### src/rtl/core/lruq_pkg.sv
`default_nettype none
package lruq_pkg;

  // item kinds
  localparam logic [1:0] KIND_ACCESS = 2'd0;
  localparam logic [1:0] KIND_QUERY  = 2'd1;
  localparam logic [1:0] KIND_CLEAR  = 2'd2;

  // query offsets carried in the value field
  localparam logic signed [31:0] OFS_OLDER = -32'sd1;
  localparam logic signed [31:0] OFS_NEWER = 32'sd1;

  // register map (word index)
  localparam logic REG_CAPACITY = 1'b0;
  localparam logic [4:0] CAP_RESET = 5'd16;

  typedef enum logic [2:0] {
    ST_IDLE,
    ST_MATCH,
    ST_SELECT,
    ST_NBR,
    ST_COMMIT
  } state_t;

  typedef struct packed {
    logic load;
    logic match;
    logic select;
    logic nbr;
    logic commit;
  } cmd_t;

  typedef struct packed {
    logic [1:0] kind;
    logic       out_busy;
  } status_t;

endpackage
`default_nettype wire

### src/rtl/core/lruq_if.sv
`default_nettype none
interface lruq_in_if;
  logic               valid;
  logic               ready;
  logic [1:0]         kind;
  logic [63:0]        key;
  logic signed [31:0] value;

  modport source(output valid, output kind, output key, output value, input ready);
  modport sink(input valid, input kind, input key, input value, output ready);
endinterface

interface lruq_out_if;
  logic               valid;
  logic               ready;
  logic               ok;
  logic signed [31:0] data;

  modport source(output valid, output ok, output data, input ready);
  modport sink(input valid, input ok, input data, output ready);
endinterface
`default_nettype wire

### src/rtl/core/lru_cache_with_neighbor_query_unit.sv
`default_nettype none
// An access steps through the match, select and commit states after its input
// beat is taken; a query adds the neighbor state before commit. A clear goes
// from match straight to commit and gives no result. A new beat is taken only
// in idle, and commit waits while an untaken result beat is still held.
// Reset (rst_n low, synchronous): store empty, capacity register back to 16,
// output beat dropped. No clearing pass is needed.
module lru_cache_with_neighbor_query_unit #(
  parameter int CAPACITY = 16,
  parameter int KEY_BITS = 64
) (
  input  wire logic        clk,
  input  wire logic        rst_n,
  lruq_in_if.sink          in_if,
  lruq_out_if.source       out_if,
  input  wire logic        psel,
  input  wire logic        penable,
  input  wire logic        pwrite,
  input  wire logic [2:0]  paddr,
  input  wire logic [31:0] pwdata,
  output logic [31:0]      prdata,
  output logic             pready
);

  logic [4:0] cap_r;
  logic       cap_we;
  lruq_pkg::cmd_t    cmd;
  lruq_pkg::status_t stat;
  logic       in_ready;

  assign pready = 1'b1;
  assign cap_we = psel && penable && pwrite && (paddr[2] == lruq_pkg::REG_CAPACITY);
  assign prdata = (paddr[2] == lruq_pkg::REG_CAPACITY) ? {27'd0, cap_r} : 32'd0;

  always_ff @(posedge clk) begin
    if (!rst_n) begin
      cap_r <= lruq_pkg::CAP_RESET;
    end else if (cap_we) begin
      cap_r <= pwdata[4:0];
    end
  end

  assign in_if.ready = in_ready;

  lruq_ctrl u_ctrl (
    .clk      (clk),
    .rst_n    (rst_n),
    .in_valid (in_if.valid),
    .in_ready (in_ready),
    .stat     (stat),
    .cmd      (cmd)
  );

  lruq_dp #(
    .CAPACITY (CAPACITY),
    .KEY_BITS (KEY_BITS)
  ) u_dp (
    .clk       (clk),
    .rst_n     (rst_n),
    .cmd       (cmd),
    .stat      (stat),
    .cap       (cap_r),
    .in_kind   (in_if.kind),
    .in_key    (in_if.key),
    .in_value  (in_if.value),
    .out_valid (out_if.valid),
    .out_ready (out_if.ready),
    .out_ok    (out_if.ok),
    .out_data  (out_if.data)
  );

endmodule
`default_nettype wire

### src/rtl/core/lruq_ctrl.sv
`default_nettype none
module lruq_ctrl (
  input  wire logic             clk,
  input  wire logic             rst_n,
  input  wire logic             in_valid,
  output logic                  in_ready,
  input  wire lruq_pkg::status_t stat,
  output lruq_pkg::cmd_t        cmd
);

  lruq_pkg::state_t state_r, state_nxt;
  logic has_result;
  logic can_commit;

  assign has_result = (stat.kind == lruq_pkg::KIND_ACCESS) ||
                      (stat.kind == lruq_pkg::KIND_QUERY);
  assign can_commit = !has_result || !stat.out_busy;

  always_ff @(posedge clk) begin
    if (!rst_n) begin
      state_r <= lruq_pkg::ST_IDLE;
    end else begin
      state_r <= state_nxt;
    end
  end

  always_comb begin
    state_nxt = state_r;
    case (state_r)
      lruq_pkg::ST_IDLE: begin
        if (in_valid) state_nxt = lruq_pkg::ST_MATCH;
      end
      lruq_pkg::ST_MATCH: begin
        state_nxt = has_result ? lruq_pkg::ST_SELECT : lruq_pkg::ST_COMMIT;
      end
      lruq_pkg::ST_SELECT: begin
        state_nxt = (stat.kind == lruq_pkg::KIND_QUERY) ? lruq_pkg::ST_NBR
                                                        : lruq_pkg::ST_COMMIT;
      end
      lruq_pkg::ST_NBR: begin
        state_nxt = lruq_pkg::ST_COMMIT;
      end
      lruq_pkg::ST_COMMIT: begin
        if (can_commit) state_nxt = lruq_pkg::ST_IDLE;
      end
      default: state_nxt = lruq_pkg::ST_IDLE;
    endcase
  end

  always_comb begin
    cmd      = '0;
    in_ready = 1'b0;
    case (state_r)
      lruq_pkg::ST_IDLE: begin
        in_ready = 1'b1;
        cmd.load = in_valid;
      end
      lruq_pkg::ST_MATCH:  cmd.match  = 1'b1;
      lruq_pkg::ST_SELECT: cmd.select = 1'b1;
      lruq_pkg::ST_NBR:    cmd.nbr    = 1'b1;
      lruq_pkg::ST_COMMIT: cmd.commit = can_commit;
      default: cmd = '0;
    endcase
  end

endmodule
`default_nettype wire

### src/rtl/core/lruq_dp.sv
`default_nettype none
module lruq_dp #(
  parameter int CAPACITY = 16,
  parameter int KEY_BITS = 64
) (
  input  wire logic               clk,
  input  wire logic               rst_n,
  input  wire lruq_pkg::cmd_t     cmd,
  output lruq_pkg::status_t       stat,
  input  wire logic [4:0]         cap,
  input  wire logic [1:0]         in_kind,
  input  wire logic [63:0]        in_key,
  input  wire logic signed [31:0] in_value,
  output logic                    out_valid,
  input  wire logic               out_ready,
  output logic                    out_ok,
  output logic signed [31:0]      out_data
);

  localparam int RW   = (CAPACITY > 1) ? $clog2(CAPACITY) : 1;
  localparam int OCCW = $clog2(CAPACITY + 1);
  localparam int CW   = (OCCW > 5) ? OCCW : 5;

  // entry cells
  logic [CAPACITY-1:0] ent_valid_r, ent_valid_nxt;
  logic [KEY_BITS-1:0] ent_key_r  [CAPACITY];
  logic [KEY_BITS-1:0] ent_key_nxt[CAPACITY];
  logic [31:0]         ent_data_r  [CAPACITY];
  logic [31:0]         ent_data_nxt[CAPACITY];
  logic [RW-1:0]       ent_rank_r  [CAPACITY];
  logic [RW-1:0]       ent_rank_nxt[CAPACITY];
  logic [OCCW-1:0]     occ_r, occ_nxt;

  // current item
  logic [1:0]          item_kind_r;
  logic [KEY_BITS-1:0] item_key_r;
  logic signed [31:0]  item_val_r;

  // lookup results
  logic [CAPACITY-1:0] match_vec_r;
  logic [CAPACITY-1:0] nbr_vec_r;
  logic                hit_r;
  logic [RW-1:0]       hit_idx_r;
  logic [RW-1:0]       hit_rank_r;
  logic [31:0]         hit_data_r;
  logic                evict_r;
  logic                free_ok_r;
  logic [RW-1:0]       free_idx_r;

  logic                out_valid_r, out_valid_nxt;
  logic                out_ok_r, out_ok_nxt;
  logic signed [31:0]  out_data_r, out_data_nxt;

  // select-stage logic
  logic                hit_c;
  logic [RW-1:0]       hit_idx_c;
  logic [CW-1:0]       occ_c, cap_c, eff_c;
  logic                evict_c;
  logic                free_ok_c;
  logic [RW-1:0]       free_idx_c;
  logic [RW-1:0]       tgt_rank;

  // commit-stage logic
  logic                nbr_ok;
  logic [RW-1:0]       nbr_idx;
  logic [OCCW-1:0]     occ_e;
  logic                q_ok;
  logic [31:0]         q_data;
  logic                has_result;

  assign has_result = (item_kind_r == lruq_pkg::KIND_ACCESS) ||
                      (item_kind_r == lruq_pkg::KIND_QUERY);

  assign stat.kind     = item_kind_r;
  assign stat.out_busy = out_valid_r && !out_ready;

  assign out_valid = out_valid_r;
  assign out_ok    = out_ok_r;
  assign out_data  = out_data_r;

  always_comb begin
    hit_c     = |match_vec_r;
    hit_idx_c = '0;
    for (int i = CAPACITY - 1; i >= 0; i--) begin
      if (match_vec_r[i]) hit_idx_c = RW'(i);
    end
  end

  // a miss evicts when the count would pass the effective capacity
  always_comb begin
    occ_c = CW'(occ_r);
    cap_c = CW'(cap);
    if (cap_c == '0) begin
      eff_c = CW'(1);
    end else if (cap_c > CW'(CAPACITY)) begin
      eff_c = CW'(CAPACITY);
    end else begin
      eff_c = cap_c;
    end
    evict_c = !hit_c && (occ_c >= eff_c);
  end

  always_comb begin
    free_ok_c  = 1'b0;
    free_idx_c = '0;
    for (int i = CAPACITY - 1; i >= 0; i--) begin
      if (!ent_valid_r[i] || (evict_c && ent_rank_r[i] == '0)) begin
        free_ok_c  = 1'b1;
        free_idx_c = RW'(i);
      end
    end
  end

  assign tgt_rank = (item_val_r == lruq_pkg::OFS_OLDER) ? hit_rank_r - RW'(1)
                                                        : hit_rank_r + RW'(1);

  always_comb begin
    nbr_ok  = |nbr_vec_r;
    nbr_idx = '0;
    for (int i = CAPACITY - 1; i >= 0; i--) begin
      if (nbr_vec_r[i]) nbr_idx = RW'(i);
    end
  end

  always_comb begin
    q_ok   = 1'b0;
    q_data = '0;
    if (hit_r) begin
      if (item_val_r == lruq_pkg::OFS_OLDER) begin
        if (hit_rank_r != '0 && nbr_ok) begin
          q_ok   = 1'b1;
          q_data = ent_data_r[nbr_idx];
        end
      end else if (item_val_r == lruq_pkg::OFS_NEWER) begin
        if ((OCCW'(hit_rank_r) + OCCW'(1) < occ_r) && nbr_ok) begin
          q_ok   = 1'b1;
          q_data = ent_data_r[nbr_idx];
        end
      end else begin
        q_ok   = 1'b1;
        q_data = hit_data_r;
      end
    end
  end

  assign occ_e = (evict_r && occ_r != '0) ? occ_r - OCCW'(1) : occ_r;

  always_comb begin
    ent_valid_nxt = ent_valid_r;
    ent_key_nxt   = ent_key_r;
    ent_data_nxt  = ent_data_r;
    ent_rank_nxt  = ent_rank_r;
    occ_nxt       = occ_r;
    out_ok_nxt    = out_ok_r;
    out_data_nxt  = out_data_r;
    if (cmd.commit) begin
      case (item_kind_r)
        lruq_pkg::KIND_CLEAR: begin
          ent_valid_nxt = '0;
          occ_nxt       = '0;
        end
        lruq_pkg::KIND_ACCESS: begin
          out_ok_nxt = 1'b1;
          if (hit_r) begin
            for (int i = 0; i < CAPACITY; i++) begin
              if (ent_valid_r[i] && ent_rank_r[i] > hit_rank_r) begin
                ent_rank_nxt[i] = ent_rank_r[i] - RW'(1);
              end
            end
            ent_rank_nxt[hit_idx_r] = RW'(occ_r - OCCW'(1));
            out_data_nxt = hit_data_r;
          end else begin
            if (evict_r) begin
              for (int i = 0; i < CAPACITY; i++) begin
                if (ent_valid_r[i]) begin
                  if (ent_rank_r[i] == '0) ent_valid_nxt[i] = 1'b0;
                  else ent_rank_nxt[i] = ent_rank_r[i] - RW'(1);
                end
              end
            end
            occ_nxt = occ_e;
            if (free_ok_r) begin
              ent_valid_nxt[free_idx_r] = 1'b1;
              ent_key_nxt[free_idx_r]   = item_key_r;
              ent_data_nxt[free_idx_r]  = item_val_r;
              ent_rank_nxt[free_idx_r]  = RW'(occ_e);
              occ_nxt                   = occ_e + OCCW'(1);
            end
            out_data_nxt = item_val_r;
          end
        end
        lruq_pkg::KIND_QUERY: begin
          out_ok_nxt   = q_ok;
          out_data_nxt = q_data;
        end
        default: ;
      endcase
    end
  end

  always_comb begin
    if (cmd.commit && has_result) out_valid_nxt = 1'b1;
    else if (out_ready)           out_valid_nxt = 1'b0;
    else                          out_valid_nxt = out_valid_r;
  end

  always_ff @(posedge clk) begin
    if (!rst_n) begin
      ent_valid_r <= '0;
      occ_r       <= '0;
      out_valid_r <= 1'b0;
    end else begin
      ent_valid_r <= ent_valid_nxt;
      occ_r       <= occ_nxt;
      out_valid_r <= out_valid_nxt;
    end
  end

  always_ff @(posedge clk) begin
    ent_key_r  <= ent_key_nxt;
    ent_data_r <= ent_data_nxt;
    ent_rank_r <= ent_rank_nxt;
    out_ok_r   <= out_ok_nxt;
    out_data_r <= out_data_nxt;
    if (cmd.load) begin
      item_kind_r <= in_kind;
      item_key_r  <= in_key[KEY_BITS-1:0];
      item_val_r  <= in_value;
    end
    if (cmd.match) begin
      for (int i = 0; i < CAPACITY; i++) begin
        match_vec_r[i] <= ent_valid_r[i] && (ent_key_r[i] == item_key_r);
      end
    end
    if (cmd.select) begin
      hit_r      <= hit_c;
      hit_idx_r  <= hit_idx_c;
      hit_rank_r <= ent_rank_r[hit_idx_c];
      hit_data_r <= ent_data_r[hit_idx_c];
      evict_r    <= evict_c;
      free_ok_r  <= free_ok_c;
      free_idx_r <= free_idx_c;
    end
    if (cmd.nbr) begin
      for (int i = 0; i < CAPACITY; i++) begin
        nbr_vec_r[i] <= ent_valid_r[i] && (ent_rank_r[i] == tgt_rank);
      end
    end
  end

  // valid keys are unique, so at most one cell matches
  a_match_unique: assert property (@(posedge clk) disable iff (!rst_n)
    cmd.select |-> $onehot0(match_vec_r))
    else $error("more than one cell matched the key");

  a_occ_count: assert property (@(posedge clk) disable iff (!rst_n)
    $countones(ent_valid_r) == int'(occ_r))
    else $error("occupancy disagrees with valid cells");

  a_occ_bound: assert property (@(posedge clk) disable iff (!rst_n)
    int'(occ_r) <= CAPACITY)
    else $error("occupancy above capacity");

  a_no_overwrite: assert property (@(posedge clk) disable iff (!rst_n)
    (cmd.commit && has_result) |-> !(out_valid_r && !out_ready))
    else $error("result beat overwritten before taken");

endmodule
`default_nettype wire

### src/flat_wrapper.sv
// flat-port wrapper written by rule: the top's interface ports become plain ports
module lru_cache_with_neighbor_query_unit_flat 
#(
  parameter int CAPACITY = 16,
  parameter int KEY_BITS = 64
)
  (clk, rst_n, psel, penable, pwrite, paddr, pwdata, prdata, pready, in_if_valid, in_if_kind, in_if_key, in_if_value, in_if_ready, out_if_valid, out_if_ok, out_if_data, out_if_ready);
  lruq_in_if in_if_i ();
  lruq_out_if out_if_i ();
  input  wire logic clk;
  input  wire logic rst_n;
  input  wire logic psel;
  input  wire logic penable;
  input  wire logic pwrite;
  input  wire logic [2:0] paddr;
  input  wire logic [31:0] pwdata;
  output logic [31:0] prdata;
  output logic pready;
  input wire logic [$bits(in_if_i.valid)-1:0] in_if_valid;
  input wire logic [$bits(in_if_i.kind)-1:0] in_if_kind;
  input wire logic [$bits(in_if_i.key)-1:0] in_if_key;
  input wire logic [$bits(in_if_i.value)-1:0] in_if_value;
  output wire logic [$bits(in_if_i.ready)-1:0] in_if_ready;
  output wire logic [$bits(out_if_i.valid)-1:0] out_if_valid;
  output wire logic [$bits(out_if_i.ok)-1:0] out_if_ok;
  output wire logic [$bits(out_if_i.data)-1:0] out_if_data;
  input wire logic [$bits(out_if_i.ready)-1:0] out_if_ready;
  assign in_if_i.valid = in_if_valid;
  assign in_if_i.kind = in_if_kind;
  assign in_if_i.key = in_if_key;
  assign in_if_i.value = in_if_value;
  assign in_if_ready = in_if_i.ready;
  assign out_if_valid = out_if_i.valid;
  assign out_if_ok = out_if_i.ok;
  assign out_if_data = out_if_i.data;
  assign out_if_i.ready = out_if_ready;
  lru_cache_with_neighbor_query_unit #(.CAPACITY(CAPACITY), .KEY_BITS(KEY_BITS)) u_core (.clk(clk), .rst_n(rst_n), .in_if(in_if_i), .out_if(out_if_i), .psel(psel), .penable(penable), .pwrite(pwrite), .paddr(paddr), .pwdata(pwdata), .prdata(prdata), .pready(pready));
endmodule
### config.mk
export PLATFORM = sky130hd
export DESIGN_NAME = lru_cache_with_neighbor_query_unit_flat
export DESIGN_NICKNAME = d
export VERILOG_FILES = /design/src/rtl/core/lruq_pkg.sv /design/src/rtl/core/lruq_if.sv /design/src/rtl/core/lru_cache_with_neighbor_query_unit.sv /design/src/rtl/core/lruq_ctrl.sv /design/src/rtl/core/lruq_dp.sv /design/src/flat_wrapper.sv
export SDC_FILE = /design/constraint.sdc
export NUM_CORES = 2
export LEC_CHECK = 0
export BUFFER_PORTS_ARGS = -buffer_cell sky130_fd_sc_hd__buf_2
export CAP_MARGIN = 20
export CELL_PAD_IN_SITES_DETAIL_PLACEMENT = 1
export CELL_PAD_IN_SITES_GLOBAL_PLACEMENT = 1
export CORE_MARGIN = 2
export CORE_UTILIZATION = 45
export CTS_CLUSTER_DIAMETER = 200
export DETAILED_ROUTE_END_ITERATION = 8
export PLACE_DENSITY_LB_ADDON = 0.1
export SLEW_MARGIN = 20
export SYNTH_ARGS = -nofsm -noshare
export SYNTH_HDL_FRONTEND = slang
export SYNTH_SLANG_ARGS = --single-unit
### constraint.sdc
create_clock -name clk -period 17.65 [get_ports clk]
set_input_delay 1.765 -clock clk [delete_from_list [all_inputs] [get_ports clk]]
set_output_delay 1.765 -clock clk [all_outputs]
set_load 0.05 [all_outputs]
---- Yosys cells after proc, flatten, opt, wreduce, memory -nomap -nowiden ----
Cells that the tools add are included.
word-level totals
  flip-flop bits (word level) ............. 1840
  input port bits ......................... 140
  output and inout port bits .............. 68
  word-level logic and storage cells ...... 563
operators by class
  add/sub/neg operators ................... 21
  order comparisons ....................... 27
  equality and inequality tests ........... 43
  mux-type cells .......................... 246
  bitwise gates (word level) .............. 7
  reduce and logical (&&, ||, !) cells .... 149
operators with widths
  kind                                                                    count
  1024-bit bitwise mux                                                    1
  64-bit equality test                                                    16
  4-bit two-way mux                                                       141
  512-bit bitwise mux                                                     1
  64-bit two-way mux                                                      7
  32-bit two-way mux                                                      11
  32-bit binary-select mux with 4-bit select                              2
  64-bit demux with 4-bit select                                          1
  64-bit bitwise mux                                                      2
  32-bit demux with 4-bit select                                          1
  16-bit two-way mux                                                      6
  1-bit logical AND                                                       76
  4-bit by 1-bit subtractor with 4-bit output, second input constant      17
  4-bit equality test                                                     16
  4-bit > comparator                                                      16
  4-bit zero test                                                         16
  32-bit case mux with 2 select lines                                     1
  1-bit two-way mux                                                       48
  4-bit demux with 4-bit select                                           2
  32-bit by 1-bit equality test with 1-bit output, second input constant  1
  32-bit by 2-bit equality test with 1-bit output, second input constant  1
  16-bit case mux with 2 select lines                                     1
  16-bit OR reduction                                                     2
  5-bit two-way mux                                                       6
  42 further kinds                                                        101

---- Depth between registers and ports, before layout ----
  word-level depth ........................ 25
  depth in mapped cells ................... 16

---- By module ----
From an unflattened synthesis, not the netlist that was laid out.
unflattened totals
  cells, all modules ...................... 6670
  area total of the unflattened synthesis .. 84752.5 µm²
by module, submodules not included
  module                              instances  cells each  area each (µm²)  seq. area each (µm²)
  lruq_dp                             1          6585        84060.6          54792.6
  lru_cache_with_neighbor_query_unit  1          58          479.2            100.1
  lruq_ctrl                           1          27          212.7            60.1

---- Worst setup path before layout ----
OpenSTA, ideal clock, no wires.
  path kind ............................... input to register
  from .................................... in out_if_ready
  to ...................................... reg u_core.u_dp.ent_data_r[256] (netlist bit) (enable)
  setup time .............................. 552 ps
  arrival time ............................ 9049 ps
  setup slack ............................. 8049 ps
  cell stages on the path ................. 7
  buffers on the path ..................... 1
  cells stage by stage .................... nor2b_1 nor3_1 nand2b_1 clkbuf_1 nor3b_1 nand3b_1 nor2_1
between the ends
  longest elaborated chain between the ends .. 6
ends and longest elaborated chain
  what                                  RTL line            source
  start, declared                       flat_wrapper.sv:27  input wire logic [$bits(out_if_i.ready)-1:0] out_if_ready;
  1-bit zero test                       lruq_dp.sv:75       assign stat.out_busy = out_valid_r && !out_ready;
  1-bit logical AND                     lruq_dp.sv:75
  1-bit zero test                       lruq_ctrl.sv:17     assign can_commit = !has_result || !stat.out_busy;
  1-bit logical OR                      lruq_ctrl.sv:17
  1-bit two-way mux                     lruq_ctrl.sv:53     case (state_r)
  4-bit AND reduction (no source line)  n/a
  end signal, assigned                  lruq_dp.sv:221      ent_data_r <= ent_data_nxt;
  end, declared                         lruq_dp.sv:28       logic [31:0] ent_data_r [CAPACITY];
No other way between the ends.
A chain may end at the register's enable or synchronous reset.

---- Final worst setup path ----
  from .................................... reg u_core.u_dp.nbr_vec_r[14]
  to ...................................... reg u_core.u_dp.out_data_r[18], in the netlist u_core.u_dp.out_data[18], data pin
between the ends
  longest elaborated chain between the ends .. 24
ends and longest elaborated chain
  what                                                    RTL line                        source
  start, declared                                         lruq_dp.sv:41                   logic [CAPACITY-1:0] nbr_vec_r;
  start signal, assigned by index                         lruq_dp.sv:246                  nbr_vec_r[i] <= ent_valid_r[i] && (ent_rank_r[i] == tgt_rank);
  4-bit two-way mux (15 in series)                        lruq_dp.sv:121                  if (nbr_vec_r[i]) nbr_idx = RW'(i);
  4-bit inverter with 5-bit output (not written as such)  lruq_dp.sv:132, lruq_dp.sv:137
  32-bit binary-select mux with 4-bit select              lruq_dp.sv:132, lruq_dp.sv:137
  32-bit two-way mux (not written as such) (2 in series)  lruq_dp.sv:132, lruq_dp.sv:137
  32-bit two-way mux                                      lruq_dp.sv:135                  if ((OCCW'(hit_rank_r) + OCCW'(1) < occ_r) && nbr_ok) begin
  32-bit two-way mux                                      lruq_dp.sv:134                  end else if (item_val_r == lruq_pkg::OFS_NEWER) begin
  32-bit two-way mux *                                    lruq_dp.sv:129                  if (item_val_r == lruq_pkg::OFS_OLDER) begin
  32-bit two-way mux *                                    lruq_dp.sv:128                  if (hit_r) begin
  32-bit case mux with 2 select lines *                   lruq_dp.sv:157                  case (item_kind_r)
  end signal, assigned                                    lruq_dp.sv:224                  out_data_r <= out_data_nxt;
  end, declared                                           lruq_dp.sv:52                   logic signed [31:0] out_data_r, out_data_nxt;
Mark *: on every way between the ends. The rest lies on a longest branch, timed or not. The select of a mux whose other input is x is not followed.

==> run summary <==
Antenna violations before repair: 11
Row count: 158
Internal power: 7230 uW
Critical Path RT: 18.21 ns
Unique masters post-synth: 78
Worst Hold Depth: 0
Share of cells above drive strength 1: 0.144
Synth Flop Type: edfxtp_1
Maximum capacitance violations: 0
Crit. End Element: flip-flop
Combinational power share: 0.062
Clock network fraction of design power: 0.421
Crit path kind: flip-flop to flip-flop
Rel. slew slack: 0.202
EDFF count, synth: 1,810
Synth cell count leaders: edfxtp_1 (1,810), xor2_1 (441), xnor2_1 (413), nand2_1 (322), nor2_1 (225)
TritonCTS Buffers: 198
Final setup vio count: 0
Worst-Margin Slew: 1.19 ns
Number of global-route vias before repair: 55,300
Total grt overflow: 0
Fin crit share: 0.321
Die Height: 436 um
Layout Utilization: 0.510
Slew Limit Fails: 0
Core footprint: 186,000 um2
Power Dens Cells: 99.5 nW/um2
Total track usage: 0.298
Yosys reg bits: 1,840
Critical Path Fanout Max: 65
Peak supply drop: 0.113 mV
Status: completed
Synth top area share: 0.646
Min Clock Period, post-route: 5.66 ns
Final hold violations: 0
Via count: 54,000
Routed len/inst: 32.8 um
Clk_skew: 0.0319 ns
Most frequent cell after synthesis: edfxtp_1
DRT iter0 DRCs: 5,429
Clk buf depth: 3
Mean Syn Cell Area: 14.5 um2
Filler instances: 18,000
Remaining DRCs: 0
Hold WC Path Type: flip-flop to flip-flop
Clock Pin Slew Worst Setup and Hold Paths: 0.06 ns
Clock sinks: 1,840
Port Buf Inserts: 150
Vias per cell: 6.20
# nets final: 6,311
Setup total negative slack: 0 ns
Sequential share of power: 0.517
First-pass GRT wire length: 408 mm
Register area share after synthesis: 0.653
Largest net degree at the start of global routing: 97
Postcts setup bufs: 0
Die X: 436 um
WP data arrival: 6.22 ns
Hold buffers post-CTS: 0
Root buf cell: clkbuf_16
R2R cell count: 12
Synth Cell Area: 84,200 um2
Area contributors post-synth: edfxtp_1 (65%), xor2_1 (4.6%), xnor2_1 (4.3%), mux4_2 (3.9%), mux2i_1 (2.4%)
First-pass DRT Iterations: 7
Initial core utilization: 0.453
Share of synthesized registers carrying an async set or reset: 0
Fmax: 0.177 GHz
Final setup margin: 11.99 ns
Leak: 0.0312 uW
# IOs: 208
Detail Route Antenna Nets: 0
Clk Latency, worst-skew pair: 0.86 ns
H-tree depth: 4
Worst setup SP type: flip-flop
Sw Pwr: 2190 uW
YS warnings: 0
Syn Inst Count: 5,822
RSZ-0062 raised after global routing: false
Post-CTS sizing: 0
Detailed placer's ending HPWL: 174 mm
Switching Fraction: 0.233
CTS tree: yes
GPL Wtd Cong: 0.898
Final WL: 286 mm
Pre-CTS setup slack: 11.21 ns
Cell taking the most area after synthesis: edfxtp_1
Area of the die: 191,000 um2
Layout Area Growth over Synthesis: 12.6%
## cells in the final DEF, fill, tap and decap left out, drive strengths merged, types with 11 or more instances in the layout
cell type  netlist  routed
nand2          322     322
nor4           177     177
nand2b          11      11
dfxtp           30      30
nor3b           32      32
nor2           225     225
nor3            48      48
edfxtp        1810    1810
o21a            38      38
o211ai          21      21
o21ai          113     113
a21oi          179     179
a221oi          67      67
mux2i          199     199
conb             2      28
o22ai          150     150
o2bb2ai         28      28
ha              95      95
nand4          169     169
a21boi          19      19
xnor2          413     413
clkinv          13      94
xor2           441     441
mux4           144     144
nor2b           37      37
o22a            31      31
a22oi          150     150
a31oi           21      21
clkbuf         220     260
nand3           48      48
o221ai          61      61
a211oi          66      66
buf            141     388
nand4b          18      18
inv            182     189
## state kept, by name, summed over array words and instances, names as in the netlist, 16 cells and up
register / count
u_core.u_dp.ent_key_r: 1024
u_core.u_dp.hit_data_r: 32
u_core.u_dp.nbr_vec_r: 16
u_core.u_dp.ent_data_r: 512
u_core.u_dp.match_vec_r: 16
u_core.u_dp.item_val_r: 32
u_core.u_dp.item_key_r: 64
u_core.u_dp.out_data: 32
u_core.u_dp.ent_valid_r: 16
u_core.u_dp.ent_rank_r: 64
## per-stage QoR
stage / instances / hold WS (ns) / power (uW) / area, um2
2_1_floorplan: 5848 / 0.501 / 5270 / 84300
3_3_place_gp: 8354 / 0.436 / 5540 / 88700
3_5_place_dp: 8354 / 0.443 / 5550 / 88700
4_1_cts: 8715 / 0.453 / 9490 / 94700
5_1_grt: 8716 / 0.482 / 9680 / 94800
6_report: 8720 / 0.450 / 9430 / 94800
## cell type report
cell class	count	area [um2]	area share
sequential	1840	55000	0.580
multi-input combinational	3452	27300	0.288
clock buffer	260	5300	0.0560
tap	2480	3100	0.0327
timing repair buffer	388	2610	0.0275
clock inverter	101	739	0.00780
inverter	195	739	0.00780
antenna	4	10.0	0.000106
## final timing paths
check,to,startpoint,slack (ns)
worst min-delay path,u_core.u_dp.ent_key_r[173],u_core.u_dp.item_key_r[45],0.45
worst max register to register,u_core.u_dp.out_data[18],u_core.u_dp.nbr_vec_r[14],11.99
worst min register to register,u_core.u_dp.ent_key_r[173],u_core.u_dp.item_key_r[45],0.45
worst max-delay path,u_core.u_dp.out_data[18],u_core.u_dp.nbr_vec_r[14],11.99
## routing by layer
layer,vias up,global-route usage,part of all wire
met5,-,0,0.000091
met4,4,0.111,0.040
li1,23000,-,-
met1,28500,0.394,0.41
met2,2098,0.501,0.49
met3,461,0.0400,0.061
## kinds of logic after synthesis
logic type	synth area share
buffers and inverters	0.0276
adders and majority gates	0.0144
muxes	0.0626
and+or+nand+nor	0.0691
other	0.0000892
AOI/OAI and AO/OA	0.0844
DFF	0.653
xor gates and xnor gates	0.0889
## power groups by stage
stage | clock network [uW] | registers [uW] | logic [uW]
2_1_floorplan | 0 | 4980 | 295
3_3_place_gp | 0 | 4960 | 575
3_5_place_dp | 0 | 4960 | 584
4_1_cts | 4030 | 4870 | 587
5_1_grt | 4200 | 4870 | 612
6_report | 3970 | 4870 | 587
## worst max-delay path, cell delays in order (launching register included)
cell and delay (ns):
edfxtp_1 0.42, nor2b_1 0.13, o21ai_0 0.11, a2111oi_2 0.60
or2_4 0.55, buf_4 0.67, buf_4 0.87, buf_4 0.94
mux2i_1 0.35, o22a_1 0.18, o221ai_2 0.09, nor4_2 0.21
o21ai_1 0.11
No activity file was read; power rests on OpenSTA's default activity.
